==> src/sv/rrcc_pkg.sv <==
// ----------------------------------------------------------------------------
// rrcc_pkg
// Shared types, codes and constants of the RGBC ratio colour classifier.
// ----------------------------------------------------------------------------
`default_nettype none

package rrcc_pkg;

	localparam int unsigned ChanW    = 16;  // raw count width
	localparam int unsigned CorrW    = 18;  // signed lit - dark - offset
	localparam int unsigned RemW     = 23;  // 100 * 65535 fits in 23 bits
	localparam int unsigned QuoW     = 8;   // saturated percentage
	localparam int unsigned CodeW    = 4;
	localparam int unsigned CfgIdxW  = 3;
	localparam int unsigned PctScale = 100;

	// classification thresholds, in percent of corrected clear
	localparam logic [QuoW-1:0] RedRedThr    = QuoW'(65);
	localparam logic [QuoW-1:0] GreenRedThr  = QuoW'(11);
	localparam logic [QuoW-1:0] RedYelThr    = QuoW'(52);
	localparam logic [QuoW-1:0] GreenYelThr  = QuoW'(29);
	localparam logic [QuoW-1:0] BlueYelThr   = QuoW'(21);
	localparam logic [QuoW-1:0] RedLbThr     = QuoW'(35);
	localparam logic [QuoW-1:0] RedWhiteThr  = QuoW'(45);
	localparam logic [QuoW-1:0] RedLowThr    = QuoW'(15);
	localparam logic [QuoW-1:0] BlueBlueThr  = QuoW'(30);
	localparam logic [QuoW-1:0] ShareMax     = '1;

	typedef enum logic [CfgIdxW-1:0] {
		CFG_CLEAR_OFFSET = 3'd0,
		CFG_RED_OFFSET   = 3'd1,
		CFG_GREEN_OFFSET = 3'd2,
		CFG_BLUE_OFFSET  = 3'd3,
		CFG_BLACK_LIMIT  = 3'd4
	} rrcc_cfg_idx_t;

	typedef enum logic [CodeW-1:0] {
		COL_UNKNOWN    = 4'd0,
		COL_RED        = 4'd1,
		COL_GREEN      = 4'd2,
		COL_BLUE       = 4'd3,
		COL_YELLOW     = 4'd4,
		COL_PINK       = 4'd5,
		COL_ORANGE     = 4'd6,
		COL_LIGHT_BLUE = 4'd7,
		COL_WHITE      = 4'd8,
		COL_BLACK      = 4'd9
	} rrcc_color_t;

	typedef struct packed {
		logic [ChanW-1:0] clear_offset;
		logic [ChanW-1:0] red_offset;
		logic [ChanW-1:0] green_offset;
		logic [ChanW-1:0] blue_offset;
		logic [ChanW-1:0] black_limit;
	} rrcc_cfg_t;

	typedef struct packed {
		logic [ChanW-1:0] lit_clear;
		logic [ChanW-1:0] lit_red;
		logic [ChanW-1:0] lit_green;
		logic [ChanW-1:0] lit_blue;
		logic [ChanW-1:0] dark_clear;
		logic [ChanW-1:0] dark_red;
		logic [ChanW-1:0] dark_green;
		logic [ChanW-1:0] dark_blue;
	} rrcc_sample_t;

	// corrected channels, two's complement
	typedef struct packed {
		logic             black;
		logic [CorrW-1:0] clear;
		logic [CorrW-1:0] red;
		logic [CorrW-1:0] green;
		logic [CorrW-1:0] blue;
	} rrcc_corr_t;

	typedef struct packed {
		logic            sat;
		logic [RemW-1:0] rem;
		logic [QuoW-1:0] quo;
	} rrcc_chan_t;

	typedef struct packed {
		logic             black;
		logic             fault;
		logic [ChanW-1:0] den;
		rrcc_chan_t       red;
		rrcc_chan_t       green;
		rrcc_chan_t       blue;
	} rrcc_div_t;

	typedef struct packed {
		rrcc_color_t     code;
		logic [QuoW-1:0] red_share;
		logic [QuoW-1:0] green_share;
		logic [QuoW-1:0] blue_share;
		logic            clear_fault;
	} rrcc_result_t;

	function automatic rrcc_color_t classify(input logic [QuoW-1:0] r,
			input logic [QuoW-1:0] g, input logic [QuoW-1:0] b);
		rrcc_color_t code;
		if (r >= RedRedThr) begin
			code = (g < GreenRedThr) ? COL_RED : COL_ORANGE;
		end else if (r >= RedYelThr) begin
			code = (g >= GreenYelThr && b < BlueYelThr) ? COL_YELLOW : COL_PINK;
		end else if (r >= RedLbThr) begin
			code = (r >= RedWhiteThr) ? COL_WHITE : COL_LIGHT_BLUE;
		end else if (r >= RedLowThr) begin
			code = (b >= BlueBlueThr) ? COL_BLUE : COL_GREEN;
		end else begin
			code = COL_UNKNOWN;
		end
		return code;
	endfunction

endpackage

`default_nettype wire

==> src/sv/rrcc_correct.sv <==
// ----------------------------------------------------------------------------
// rrcc_correct
// First stage: black test on the raw lit clear count and dark / crosstalk
// correction of all four channels.
// ----------------------------------------------------------------------------
`default_nettype none

module rrcc_correct (
	input  wire logic                clk,
	input  wire logic                arst_n,
	input  wire rrcc_pkg::rrcc_cfg_t cfg,
	input  wire logic                in_valid,
	output      logic                in_ready,
	input  wire rrcc_pkg::rrcc_sample_t in_data,
	output      logic                out_valid,
	input  wire logic                out_ready,
	output      rrcc_pkg::rrcc_corr_t out_data
);

	logic                 valid_s1;
	rrcc_pkg::rrcc_corr_t data_s1;
	rrcc_pkg::rrcc_corr_t corr;

	function automatic logic [rrcc_pkg::CorrW-1:0] fix(
			input logic [rrcc_pkg::ChanW-1:0] lit,
			input logic [rrcc_pkg::ChanW-1:0] dark,
			input logic [rrcc_pkg::ChanW-1:0] off);
		return rrcc_pkg::CorrW'(lit) - rrcc_pkg::CorrW'(dark) - rrcc_pkg::CorrW'(off);
	endfunction

	always_comb begin
		corr.black = (in_data.lit_clear <= cfg.black_limit);
		corr.clear = fix(in_data.lit_clear, in_data.dark_clear, cfg.clear_offset);
		corr.red   = fix(in_data.lit_red,   in_data.dark_red,   cfg.red_offset);
		corr.green = fix(in_data.lit_green, in_data.dark_green, cfg.green_offset);
		corr.blue  = fix(in_data.lit_blue,  in_data.dark_blue,  cfg.blue_offset);
	end

	assign in_ready = !valid_s1 || out_ready;

	always_ff @(posedge clk or negedge arst_n) begin
		if (!arst_n) begin
			valid_s1 <= 1'b0;
		end else if (in_ready) begin
			valid_s1 <= in_valid;
		end
	end

	always_ff @(posedge clk) begin
		if (in_valid && in_ready) begin
			data_s1 <= corr;
		end
	end

	assign out_valid = valid_s1;
	assign out_data  = data_s1;

endmodule

`default_nettype wire

==> src/sv/rrcc_scale.sv <==
// ----------------------------------------------------------------------------
// rrcc_scale
// Second stage: clear fault test, 100x numerators and the saturation test
// that keeps the divider quotient within eight bits.
// ----------------------------------------------------------------------------
`default_nettype none

module rrcc_scale (
	input  wire logic                 clk,
	input  wire logic                 arst_n,
	input  wire logic                 in_valid,
	output      logic                 in_ready,
	input  wire rrcc_pkg::rrcc_corr_t in_data,
	output      logic                 out_valid,
	input  wire logic                 out_ready,
	output      rrcc_pkg::rrcc_div_t  out_data
);

	logic                valid_s2;
	rrcc_pkg::rrcc_div_t data_s2;
	rrcc_pkg::rrcc_div_t nxt;

	function automatic rrcc_pkg::rrcc_chan_t numer(
			input logic [rrcc_pkg::CorrW-1:0] part,
			input logic [rrcc_pkg::ChanW-1:0] den);
		rrcc_pkg::rrcc_chan_t ch;
		logic                 pos;
		logic [rrcc_pkg::RemW-1:0] n;
		// negative or zero part gives a zero share
		pos = !part[rrcc_pkg::CorrW-1] && (part != '0);
		n   = pos ? rrcc_pkg::RemW'(part[rrcc_pkg::ChanW-1:0]) *
				rrcc_pkg::RemW'(rrcc_pkg::PctScale) : '0;
		ch.rem = n;
		ch.quo = '0;
		ch.sat = ({1'b0, n} >= {den, rrcc_pkg::QuoW'(0)});
		return ch;
	endfunction

	always_comb begin
		nxt.black = in_data.black;
		nxt.fault = in_data.clear[rrcc_pkg::CorrW-1] || (in_data.clear == '0);
		nxt.den   = in_data.clear[rrcc_pkg::ChanW-1:0];
		nxt.red   = numer(in_data.red,   nxt.den);
		nxt.green = numer(in_data.green, nxt.den);
		nxt.blue  = numer(in_data.blue,  nxt.den);
	end

	assign in_ready = !valid_s2 || out_ready;

	always_ff @(posedge clk or negedge arst_n) begin
		if (!arst_n) begin
			valid_s2 <= 1'b0;
		end else if (in_ready) begin
			valid_s2 <= in_valid;
		end
	end

	always_ff @(posedge clk) begin
		if (in_valid && in_ready) begin
			data_s2 <= nxt;
		end
	end

	assign out_valid = valid_s2;
	assign out_data  = data_s2;

endmodule

`default_nettype wire

==> src/sv/rrcc_div_step.sv <==
// ----------------------------------------------------------------------------
// rrcc_div_step
// One restoring division stage: settles quotient bit BIT of all three
// channel shares against the corrected clear value.
// ----------------------------------------------------------------------------
`default_nettype none

module rrcc_div_step #(
	parameter int unsigned BIT = 0
) (
	input  wire logic                clk,
	input  wire logic                arst_n,
	input  wire logic                in_valid,
	output      logic                in_ready,
	input  wire rrcc_pkg::rrcc_div_t in_data,
	output      logic                out_valid,
	input  wire logic                out_ready,
	output      rrcc_pkg::rrcc_div_t out_data
);

	logic                valid_q;
	rrcc_pkg::rrcc_div_t data_q;
	rrcc_pkg::rrcc_div_t nxt;
	logic [rrcc_pkg::RemW-1:0] dsh;

	function automatic rrcc_pkg::rrcc_chan_t step(input rrcc_pkg::rrcc_chan_t ch,
			input logic [rrcc_pkg::RemW-1:0] d);
		rrcc_pkg::rrcc_chan_t o;
		o = ch;
		if (ch.rem >= d) begin
			o.rem      = ch.rem - d;
			o.quo[BIT] = 1'b1;
		end
		return o;
	endfunction

	assign dsh = rrcc_pkg::RemW'(in_data.den) << BIT;

	always_comb begin
		nxt       = in_data;
		nxt.red   = step(in_data.red,   dsh);
		nxt.green = step(in_data.green, dsh);
		nxt.blue  = step(in_data.blue,  dsh);
	end

	assign in_ready = !valid_q || out_ready;

	always_ff @(posedge clk or negedge arst_n) begin
		if (!arst_n) begin
			valid_q <= 1'b0;
		end else if (in_ready) begin
			valid_q <= in_valid;
		end
	end

	always_ff @(posedge clk) begin
		if (in_valid && in_ready) begin
			data_q <= nxt;
		end
	end

	assign out_valid = valid_q;
	assign out_data  = data_q;

endmodule

`default_nettype wire

==> src/sv/rrcc_classify.sv <==
// ----------------------------------------------------------------------------
// rrcc_classify
// Last stage: share saturation, black / fault overrides, threshold tree.
// Its register is the output word register.
// ----------------------------------------------------------------------------
`default_nettype none

module rrcc_classify (
	input  wire logic                   clk,
	input  wire logic                   arst_n,
	input  wire logic                   in_valid,
	output      logic                   in_ready,
	input  wire rrcc_pkg::rrcc_div_t    in_data,
	output      logic                   out_valid,
	input  wire logic                   out_ready,
	output      rrcc_pkg::rrcc_result_t out_data
);

	logic                   valid_q;
	rrcc_pkg::rrcc_result_t data_q;
	rrcc_pkg::rrcc_result_t nxt;
	logic [rrcc_pkg::QuoW-1:0] rs, gs, bs;

	assign rs = in_data.red.sat   ? rrcc_pkg::ShareMax : in_data.red.quo;
	assign gs = in_data.green.sat ? rrcc_pkg::ShareMax : in_data.green.quo;
	assign bs = in_data.blue.sat  ? rrcc_pkg::ShareMax : in_data.blue.quo;

	always_comb begin
		nxt = '0;
		if (in_data.black) begin
			nxt.code = rrcc_pkg::COL_BLACK;
		end else if (in_data.fault) begin
			nxt.code        = rrcc_pkg::COL_UNKNOWN;
			nxt.clear_fault = 1'b1;
		end else begin
			nxt.code        = rrcc_pkg::classify(rs, gs, bs);
			nxt.red_share   = rs;
			nxt.green_share = gs;
			nxt.blue_share  = bs;
		end
	end

	assign in_ready = !valid_q || out_ready;

	always_ff @(posedge clk or negedge arst_n) begin
		if (!arst_n) begin
			valid_q <= 1'b0;
		end else if (in_ready) begin
			valid_q <= in_valid;
		end
	end

	always_ff @(posedge clk) begin
		if (in_valid && in_ready) begin
			data_q <= nxt;
		end
	end

	assign out_valid = valid_q;
	assign out_data  = data_q;

endmodule

`default_nettype wire

==> src/sv/rgbc_ratio_color_classifier_top.sv <==
// Path: each accepted input word passes the registered stages in order
// (correction, scaling, eight restoring divider stages, classification).
// Throughput: one word per cycle unless the output stalls; each stage holds one
// word and takes another when empty or its word moves on; bubbles close up.
// Reset: arst_n clears all stage valid bits and the offset / black limit
// registers to zero.
// ----------------------------------------------------------------------------
// rgbc_ratio_color_classifier_top
// RGBC ratio colour classifier: dark and crosstalk correction, pipelined
// percentage division and fixed threshold tree.
// ----------------------------------------------------------------------------
`default_nettype none

module rgbc_ratio_color_classifier_top (
	input  wire logic         clk,
	input  wire logic         arst_n,
	// configuration
	input  wire logic         cfg_wen,
	input  wire logic [2:0]   cfg_index,
	input  wire logic [15:0]  cfg_data,
	// input words
	input  wire logic         s_axis_tvalid,
	output      logic         s_axis_tready,
	// lit_clear, lit_red, lit_green, lit_blue,
	// dark_clear, dark_red, dark_green, dark_blue (16 bits each)
	input  wire logic [127:0] s_axis_tdata,
	// output words
	output      logic         m_axis_tvalid,
	input  wire logic         m_axis_tready,
	// color_code[3:0], red_share[11:4], green_share[19:12],
	// blue_share[27:20], clear_fault[28], zero pad [31:29]
	output      logic [31:0]  m_axis_tdata
);

	localparam int unsigned NumSteps = rrcc_pkg::QuoW;

	rrcc_pkg::rrcc_cfg_t    cfg_q;
	rrcc_pkg::rrcc_sample_t sample;
	rrcc_pkg::rrcc_corr_t   corr;
	rrcc_pkg::rrcc_result_t res;
	logic                   corr_valid, corr_ready;

	rrcc_pkg::rrcc_div_t div_data  [0:NumSteps];
	logic                div_valid [0:NumSteps];
	logic                div_ready [0:NumSteps];

	always_ff @(posedge clk or negedge arst_n) begin
		if (!arst_n) begin
			cfg_q <= '0;
		end else if (cfg_wen) begin
			case (cfg_index)
				rrcc_pkg::CFG_CLEAR_OFFSET: cfg_q.clear_offset <= cfg_data;
				rrcc_pkg::CFG_RED_OFFSET:   cfg_q.red_offset   <= cfg_data;
				rrcc_pkg::CFG_GREEN_OFFSET: cfg_q.green_offset <= cfg_data;
				rrcc_pkg::CFG_BLUE_OFFSET:  cfg_q.blue_offset  <= cfg_data;
				rrcc_pkg::CFG_BLACK_LIMIT:  cfg_q.black_limit  <= cfg_data;
				default: ;
			endcase
		end
	end

	always_comb begin
		sample.lit_clear  = s_axis_tdata[15:0];
		sample.lit_red    = s_axis_tdata[31:16];
		sample.lit_green  = s_axis_tdata[47:32];
		sample.lit_blue   = s_axis_tdata[63:48];
		sample.dark_clear = s_axis_tdata[79:64];
		sample.dark_red   = s_axis_tdata[95:80];
		sample.dark_green = s_axis_tdata[111:96];
		sample.dark_blue  = s_axis_tdata[127:112];
	end

	rrcc_correct u_correct (
		.clk       (clk),
		.arst_n    (arst_n),
		.cfg       (cfg_q),
		.in_valid  (s_axis_tvalid),
		.in_ready  (s_axis_tready),
		.in_data   (sample),
		.out_valid (corr_valid),
		.out_ready (corr_ready),
		.out_data  (corr)
	);

	rrcc_scale u_scale (
		.clk       (clk),
		.arst_n    (arst_n),
		.in_valid  (corr_valid),
		.in_ready  (corr_ready),
		.in_data   (corr),
		.out_valid (div_valid[0]),
		.out_ready (div_ready[0]),
		.out_data  (div_data[0])
	);

	// quotient bits from the top down
	for (genvar i = 0; i < NumSteps; i++) begin : g_div
		rrcc_div_step #(
			.BIT (NumSteps - 1 - i)
		) u_step (
			.clk       (clk),
			.arst_n    (arst_n),
			.in_valid  (div_valid[i]),
			.in_ready  (div_ready[i]),
			.in_data   (div_data[i]),
			.out_valid (div_valid[i+1]),
			.out_ready (div_ready[i+1]),
			.out_data  (div_data[i+1])
		);
	end

	rrcc_classify u_classify (
		.clk       (clk),
		.arst_n    (arst_n),
		.in_valid  (div_valid[NumSteps]),
		.in_ready  (div_ready[NumSteps]),
		.in_data   (div_data[NumSteps]),
		.out_valid (m_axis_tvalid),
		.out_ready (m_axis_tready),
		.out_data  (res)
	);

	assign m_axis_tdata = {3'b000, res.clear_fault, res.blue_share, res.green_share,
		res.red_share, res.code};

endmodule

`default_nettype wire
==> config.mk <==
export PLATFORM = sky130hd
export DESIGN_NAME = rgbc_ratio_color_classifier_top
export DESIGN_NICKNAME = d
export VERILOG_FILES = /design/src/sv/rrcc_pkg.sv /design/src/sv/rrcc_correct.sv /design/src/sv/rrcc_scale.sv /design/src/sv/rrcc_div_step.sv /design/src/sv/rrcc_classify.sv /design/src/sv/rgbc_ratio_color_classifier_top.sv
export SDC_FILE = /design/constraint.sdc
export NUM_CORES = 2
export LEC_CHECK = 0
export BUFFER_PORTS_ARGS = -buffer_cell sky130_fd_sc_hd__buf_2
export CORE_ASPECT_RATIO = 0.6
export CORE_UTILIZATION = 58
export DETAILED_ROUTE_END_ITERATION = 10
export GPL_ROUTABILITY_DRIVEN = 0
export PLACE_DENSITY = 0.87
export SLEW_MARGIN = 20
export SYNTH_ARGS = -nofsm -noshare
export SYNTH_HDL_FRONTEND = slang
export SYNTH_SLANG_ARGS = --single-unit
==> constraint.sdc <==
create_clock -name clk -period 5.6 [get_ports clk]
set_input_delay 1.12 -clock clk [delete_from_list [all_inputs] [get_ports clk]]
set_output_delay 1.12 -clock clk [all_outputs]
set_load 0.05 [all_outputs]
After elaboration in Yosys (flattened, before gate mapping) --
Index checks and enable logic that the tools add are counted.
Storage, ports and cells: bits of input ports 152, register bits after elaboration 1026, word-level logic and storage cells 311
Cells by class: eq/ne operators 4, $lt $le $gt $ge 37, $add $sub $neg 29, reduce and logical (&&, ||, !) cells 52, multipliers 3, muxes and demuxes 37
Operators with widths (count):
- $mux 23 | 21
- $ge 23x24->1 | 3
- $mux 24 | 3
- $sub 18x16->18 | 4
- $ge 23x16->1 | 3
- $ge 23x17->1 | 3
- $ge 23x18->1 | 3
- $ge 23x19->1 | 3
- $ge 23x20->1 | 3
- $ge 23x21->1 | 3
- $ge 23x22->1 | 3
- $ge 23x23->1 | 3
- $sub 23x17->23 | 3
- $sub 23x18->23 | 3
- $sub 23x19->23 | 3
- $sub 23x20->23 | 3
- $sub 23x21->23 | 3
- $sub 23x22->23 | 3
- $sub 23x23->23 | 3
- $sub 16x16->17 | 4
- $mul 16x5->21 const B | 3
- $reduce_bool 18->1 | 3
- $ge 8x6->1 const B | 3
- $mux 4 | 6
- other kinds (19) | 67

Depth between registers and ports, before layout --
depth in word-level cells 13, mapped depth 22, depth with buffers taken out 22

Modules after synthesis --
From an unflattened synthesis, not the netlist that was laid out.
Unflattened totals: cell total of the unflattened synthesis 7140, area total of the unflattened synthesis 76987.6 µm²
By module, submodules not included:
- rrcc_scale | cells an instance 962, instances 1, area each 9394.0 µm²
- rrcc_correct | cells an instance 1066, instances 1, area each 8911.0 µm²
- rrcc_div_step at g_div[7].u_step | cells an instance 618, instances 1, area each 6936.7 µm²
- rrcc_div_step at g_div[6].u_step | cells an instance 640, instances 1, area each 6920.4 µm²
- rrcc_div_step at g_div[5].u_step | cells an instance 640, instances 1, area each 6909.1 µm²
- rrcc_div_step at g_div[4].u_step | cells an instance 623, instances 1, area each 6824.0 µm²
- rrcc_div_step at g_div[0].u_step | cells an instance 554, instances 1, area each 6769.0 µm²
- rrcc_div_step at g_div[2].u_step | cells an instance 586, instances 1, area each 6653.9 µm²
- rrcc_div_step at g_div[3].u_step | cells an instance 578, instances 1, area each 6617.6 µm²
- rrcc_div_step at g_div[1].u_step | cells an instance 566, instances 1, area each 6533.8 µm²
- rgbc_ratio_color_classifier_top | cells an instance 177, instances 1, area each 3076.7 µm²
- rrcc_classify | cells an instance 130, instances 1, area each 1441.4 µm²

Worst setup path before layout --
No wires, ideal clock.
path type in2reg, from in m_axis_tready, to reg g_div[3].u_step.data_q, in the netlist g_div[3].u_step.out_data[100], enable pin, library setup time 0.563 ns, setup slack -0.759 ns, data required time 5.037 ns, data arrival time 5.796 ns, stages on the path 5, buffers on the path 0, path through nor2b_1 > nand3_1 > nor2_1 > and2_1 > nor2b_1
On the way: longest elaborated chain between the ends 7
RTL lines:
- start, declared | line rgbc_ratio_color_classifier_top.sv:29 | input wire logic m_axis_tready,
- $logic_or 1x1->1 | line rrcc_classify.sv:43 | assign in_ready = !valid_q || out_ready;
- $logic_or 1x1->1 (5 in series) | line rrcc_div_step.sv:46 | assign in_ready = !valid_q || out_ready;
- $logic_and 1x1->1 | line rrcc_div_step.sv:57 | if (in_valid && in_ready) begin
- end signal, assigned | line rrcc_div_step.sv:58 | data_q <= nxt;
- end, declared | line rrcc_div_step.sv:22 | rrcc_pkg::rrcc_div_t data_q;
No other way between the ends. A chain may end at the register's enable or synchronous reset.

==> qor.yml <==
synth:
  synth_edf_count: 890
  synth_top_family_by_area: "adder cells"
  synth-simple-area-share_pct: 12.0
  syn-cell-area_um2: 64400
  synth-seq-cells: 981
  yosysWarnings: 0
  synthXorXnorAreaFrac_pct: 6.00
  synth_compound_area_share_pct: 14.6
  ys_seq_area_share_pct: 45.0
  yosysUniqueCellTypes: 91
  synth_adder_area_share_pct: 16.5
  syn_inst: 6104
  synthMuxAreaShare_pct: 1.71
  async_flop_share_pct: 9.28
  avgSynthCellArea_um2: 10.6
  synth_ff_type: "edfxtp_1"
layout:
  nNetsFinal: 7297
  fill_cells: 7857
  mostFrequentLayoutCell: "edfxtp_1"
  area_delta_synth_final_pct: 9.42
  fin_util_pct: 64.1
  drive_above_1_share_pct: 8.26
  stdcell_count: 7906
  final_cell_mix: "890 x edfxtp_1, 752 x ha_1, 601 x inv_1"
status:
  violations: "DRC"
  status: "complete, but fails checks"
timing:
  fmax_ghz: 0.186
  hold_slack_ns: 0.413
  max-slew-margin-rel_pct: 19.8
  hold_violations: 0
  worst_pin_slew_ns: 1.20
  period_needed_ns: 5.38
  finalCritPeriodShare_pct: 96.0
  maxSlewViolCount: 0
  fin_worst_skew_ns: 0.0629
  final-setup-viol-count: 0
  rsz0062_at_grt: "no"
  fin_tns_setup_ns: 0
clock_network:
  cts.repair.resized: 0
  post_cts_buffers: 0
  cts_buffers: 91
  cts_root_buffer: "clkbuf_16"
  postCtsHoldBufs: 0
  clock_path_buffers: 3
  cts.sinks: 981
  clkTransAtPathRegs_ns: 0.07
  insertion_delay_ns: 0.73
  h-tree-depth: 3
  cts_tree: "done"
worst_setup_path:
  slowest_delay_ns: 0.53
  startpoint_type: "flip-flop"
  slowest_stage: "o41ai_2"
  crit_type: "reg2reg"
  reg2reg_from: "u_correct.out_data[4]$_DFFE_PP_"
  path_buf_inv: 2
  crit_path_end_kind: "flip-flop"
  crit_chain: "ha_1 > ha_1 > inv_1 > fa_1 > inv_1 > ha_1 > o21a_1 > a21oi_1 > o31ai_1 > a211oi_1 > o41ai_2 > a21o_1 > a21oi_1 > xor2_1 > nor2_1 > ha_1 > nand4b_1 > or4_1 > nor2_1 > a31oi_1 > o31ai_1"
  cp_max_fo: 4
  critPathTopFamily: "compound AO/OA/AOI/OAI gates"
  cp_data_required_time_ns: 6.16
  crit_path_frequent_cell: "ha_1"
  cp.arrival_ns: 5.94
  crit_start: "u_correct.out_data[4]$_DFFE_PP_"
floorplan:
  fp.dieH_um: 260
  die_area_um2: 112000
  fp.dieW_um: 432
  ios: 186
  start_util_pct: 58.6
  num_rows: 94
  core_um2: 110000
job:
  drv_cap: 0
detailed_routing:
  drtAntennaViolNets: 0
  via_per_inst: 6.37
  drt_first_iter_violations: 7847
  totalWireLength_um: 178000
  firstDrtPassIters: 11
  drc: 2
  wl_per_cell_um: 22.5
  vias: 50352
min_path:
  hold_class: "reg2reg"
  hold_start: "g_div[4].u_step.out_data[68]$_DFFE_PP_"
global_routing:
  grt_max_degree: 109
  overflow: 0
  grt_pass1_wl_um: 270000
  track_usage_pct: 31.1
  grt_pass1_vias: 47830
  antenna_found_initial: 16
placement:
  post-dp-hpwl_um: 137000
  io_buffer_count: 182
  place_inst: 7725
==> path summary, 6_finish.rpt <==
check	endpoint	slack [ns]	depth (start not counted)
worst min register to register	g_div[5].u_step.out_data[68]$_DFFE_PP_	0.41	0
worst max-delay path	u_scale.out_data[31]$_DFFE_PP_	0.22	21
worst min-delay path	g_div[5].u_step.out_data[68]$_DFFE_PP_	0.41	0
max in group asynchronous	g_div[7].u_step.out_valid$_DFFE_PN0P_	4.03	2
min in group asynchronous	cfg_q[57]$_DFFE_PN0P_	0.45	1
worst max register to register	u_scale.out_data[31]$_DFFE_PP_	0.22	21
==> Yosys cell counts, types with 59 or more instances <==
| cell | n | share of area (%) |
|---|---|---|
| nor3_1 | 120 | 0.93 |
| inv_1 | 601 | 3.5 |
| nand2b_1 | 86 | 0.84 |
| nand2_1 | 501 | 2.9 |
| nor2b_1 | 98 | 0.95 |
| a21oi_1 | 394 | 3.1 |
| nand3_1 | 76 | 0.59 |
| mux2_2 | 79 | 1.4 |
| fa_1 | 62 | 1.9 |
| xor2_1 | 194 | 2.6 |
| nor2_1 | 384 | 2.2 |
| clkbuf_1 | 59 | 0.34 |
| nand4_1 | 79 | 0.77 |
| dfrtp_1 | 91 | 3.5 |
| xnor2_1 | 247 | 3.4 |
| a21o_1 | 128 | 1.5 |
| o21a_1 | 104 | 1.2 |
| o21ai_0 | 432 | 3.4 |
| ha_1 | 752 | 15 |
| edfxtp_1 | 890 | 41 |
==> worst reg2reg max path: stages (launching register included) <==
cell	delay (ns)
edfxtp_1	0.48
ha_1	0.32
ha_1	0.27
inv_1	0.05
fa_1	0.48
inv_1	0.05
ha_1	0.35
o21a_1	0.19
a21oi_1	0.11
o31ai_1	0.43
a211oi_1	0.21
o41ai_2	0.53
a21o_1	0.19
a21oi_1	0.08
xor2_1	0.14
nor2_1	0.07
ha_1	0.33
nand4b_1	0.14
or4_1	0.50
nor2_1	0.10
a31oi_1	0.10
o31ai_1	0.09
==> stage by stage <==
stage	cell area, µm²	worst slack (ns)
floorplan	64400	-0.696
global placement	67200	0.458
detailed placement	67200	0.240
CTS	70400	0.165
global route	70400	0.0357
finish	70500	0.222
==> final cells by class <==
class / count / area (µm²) / area share (%)
Antenna cell: 12 / 30.0 / 0.0426
Timing Repair Buffer: 220 / 1240 / 1.76
Clock buffer: 105 / 2370 / 3.36
Inverter: 601 / 2260 / 3.20
Multi-Input combinational cell: 4436 / 32900 / 46.7
Sequential cell: 981 / 29000 / 41.2
Clock inverter: 63 / 805 / 1.14
Tap cell: 1488 / 1860 / 2.64
==> cells by family (layout without fill, tap and decap cells) <==
family                   after synthesis  count (layout)
adder cells (fa/ha/maj)              814             814
buffers and inverters                689             989
AND/OR/NAND/NOR                     1603            1603
flip-flops                           981             981
AO/OA/AOI/OAI                       1477            1477
XOR/XNOR                             441             441
other                                  1              15
multiplexers                          98              98
==> flip-flops by register name, indices dropped and copies added, names as in the netlist <==
signal and flops:
g_div.u_step.out_data 704, u_scale.out_data 84, cfg_q 80, u_correct.out_data 73, u_classify.out_data 29, g_div.u_step.out_valid 8
u_classify.out_valid 1, u_correct.out_valid 1, u_scale.out_valid 1
==> routing by layer <==
metal	share of wire (%)	vias to the layer above	track usage, %
met5	0.16	-	0.883
met3	17	395	14.2
met1	41	23958	44.2
li1	-	22704	-
met2	40	3281	43.1
met4	1.9	14	6.36
Power is not shown: default switching activity piles up to over one toggle a cycle in this logic, so the estimate is an artifact.
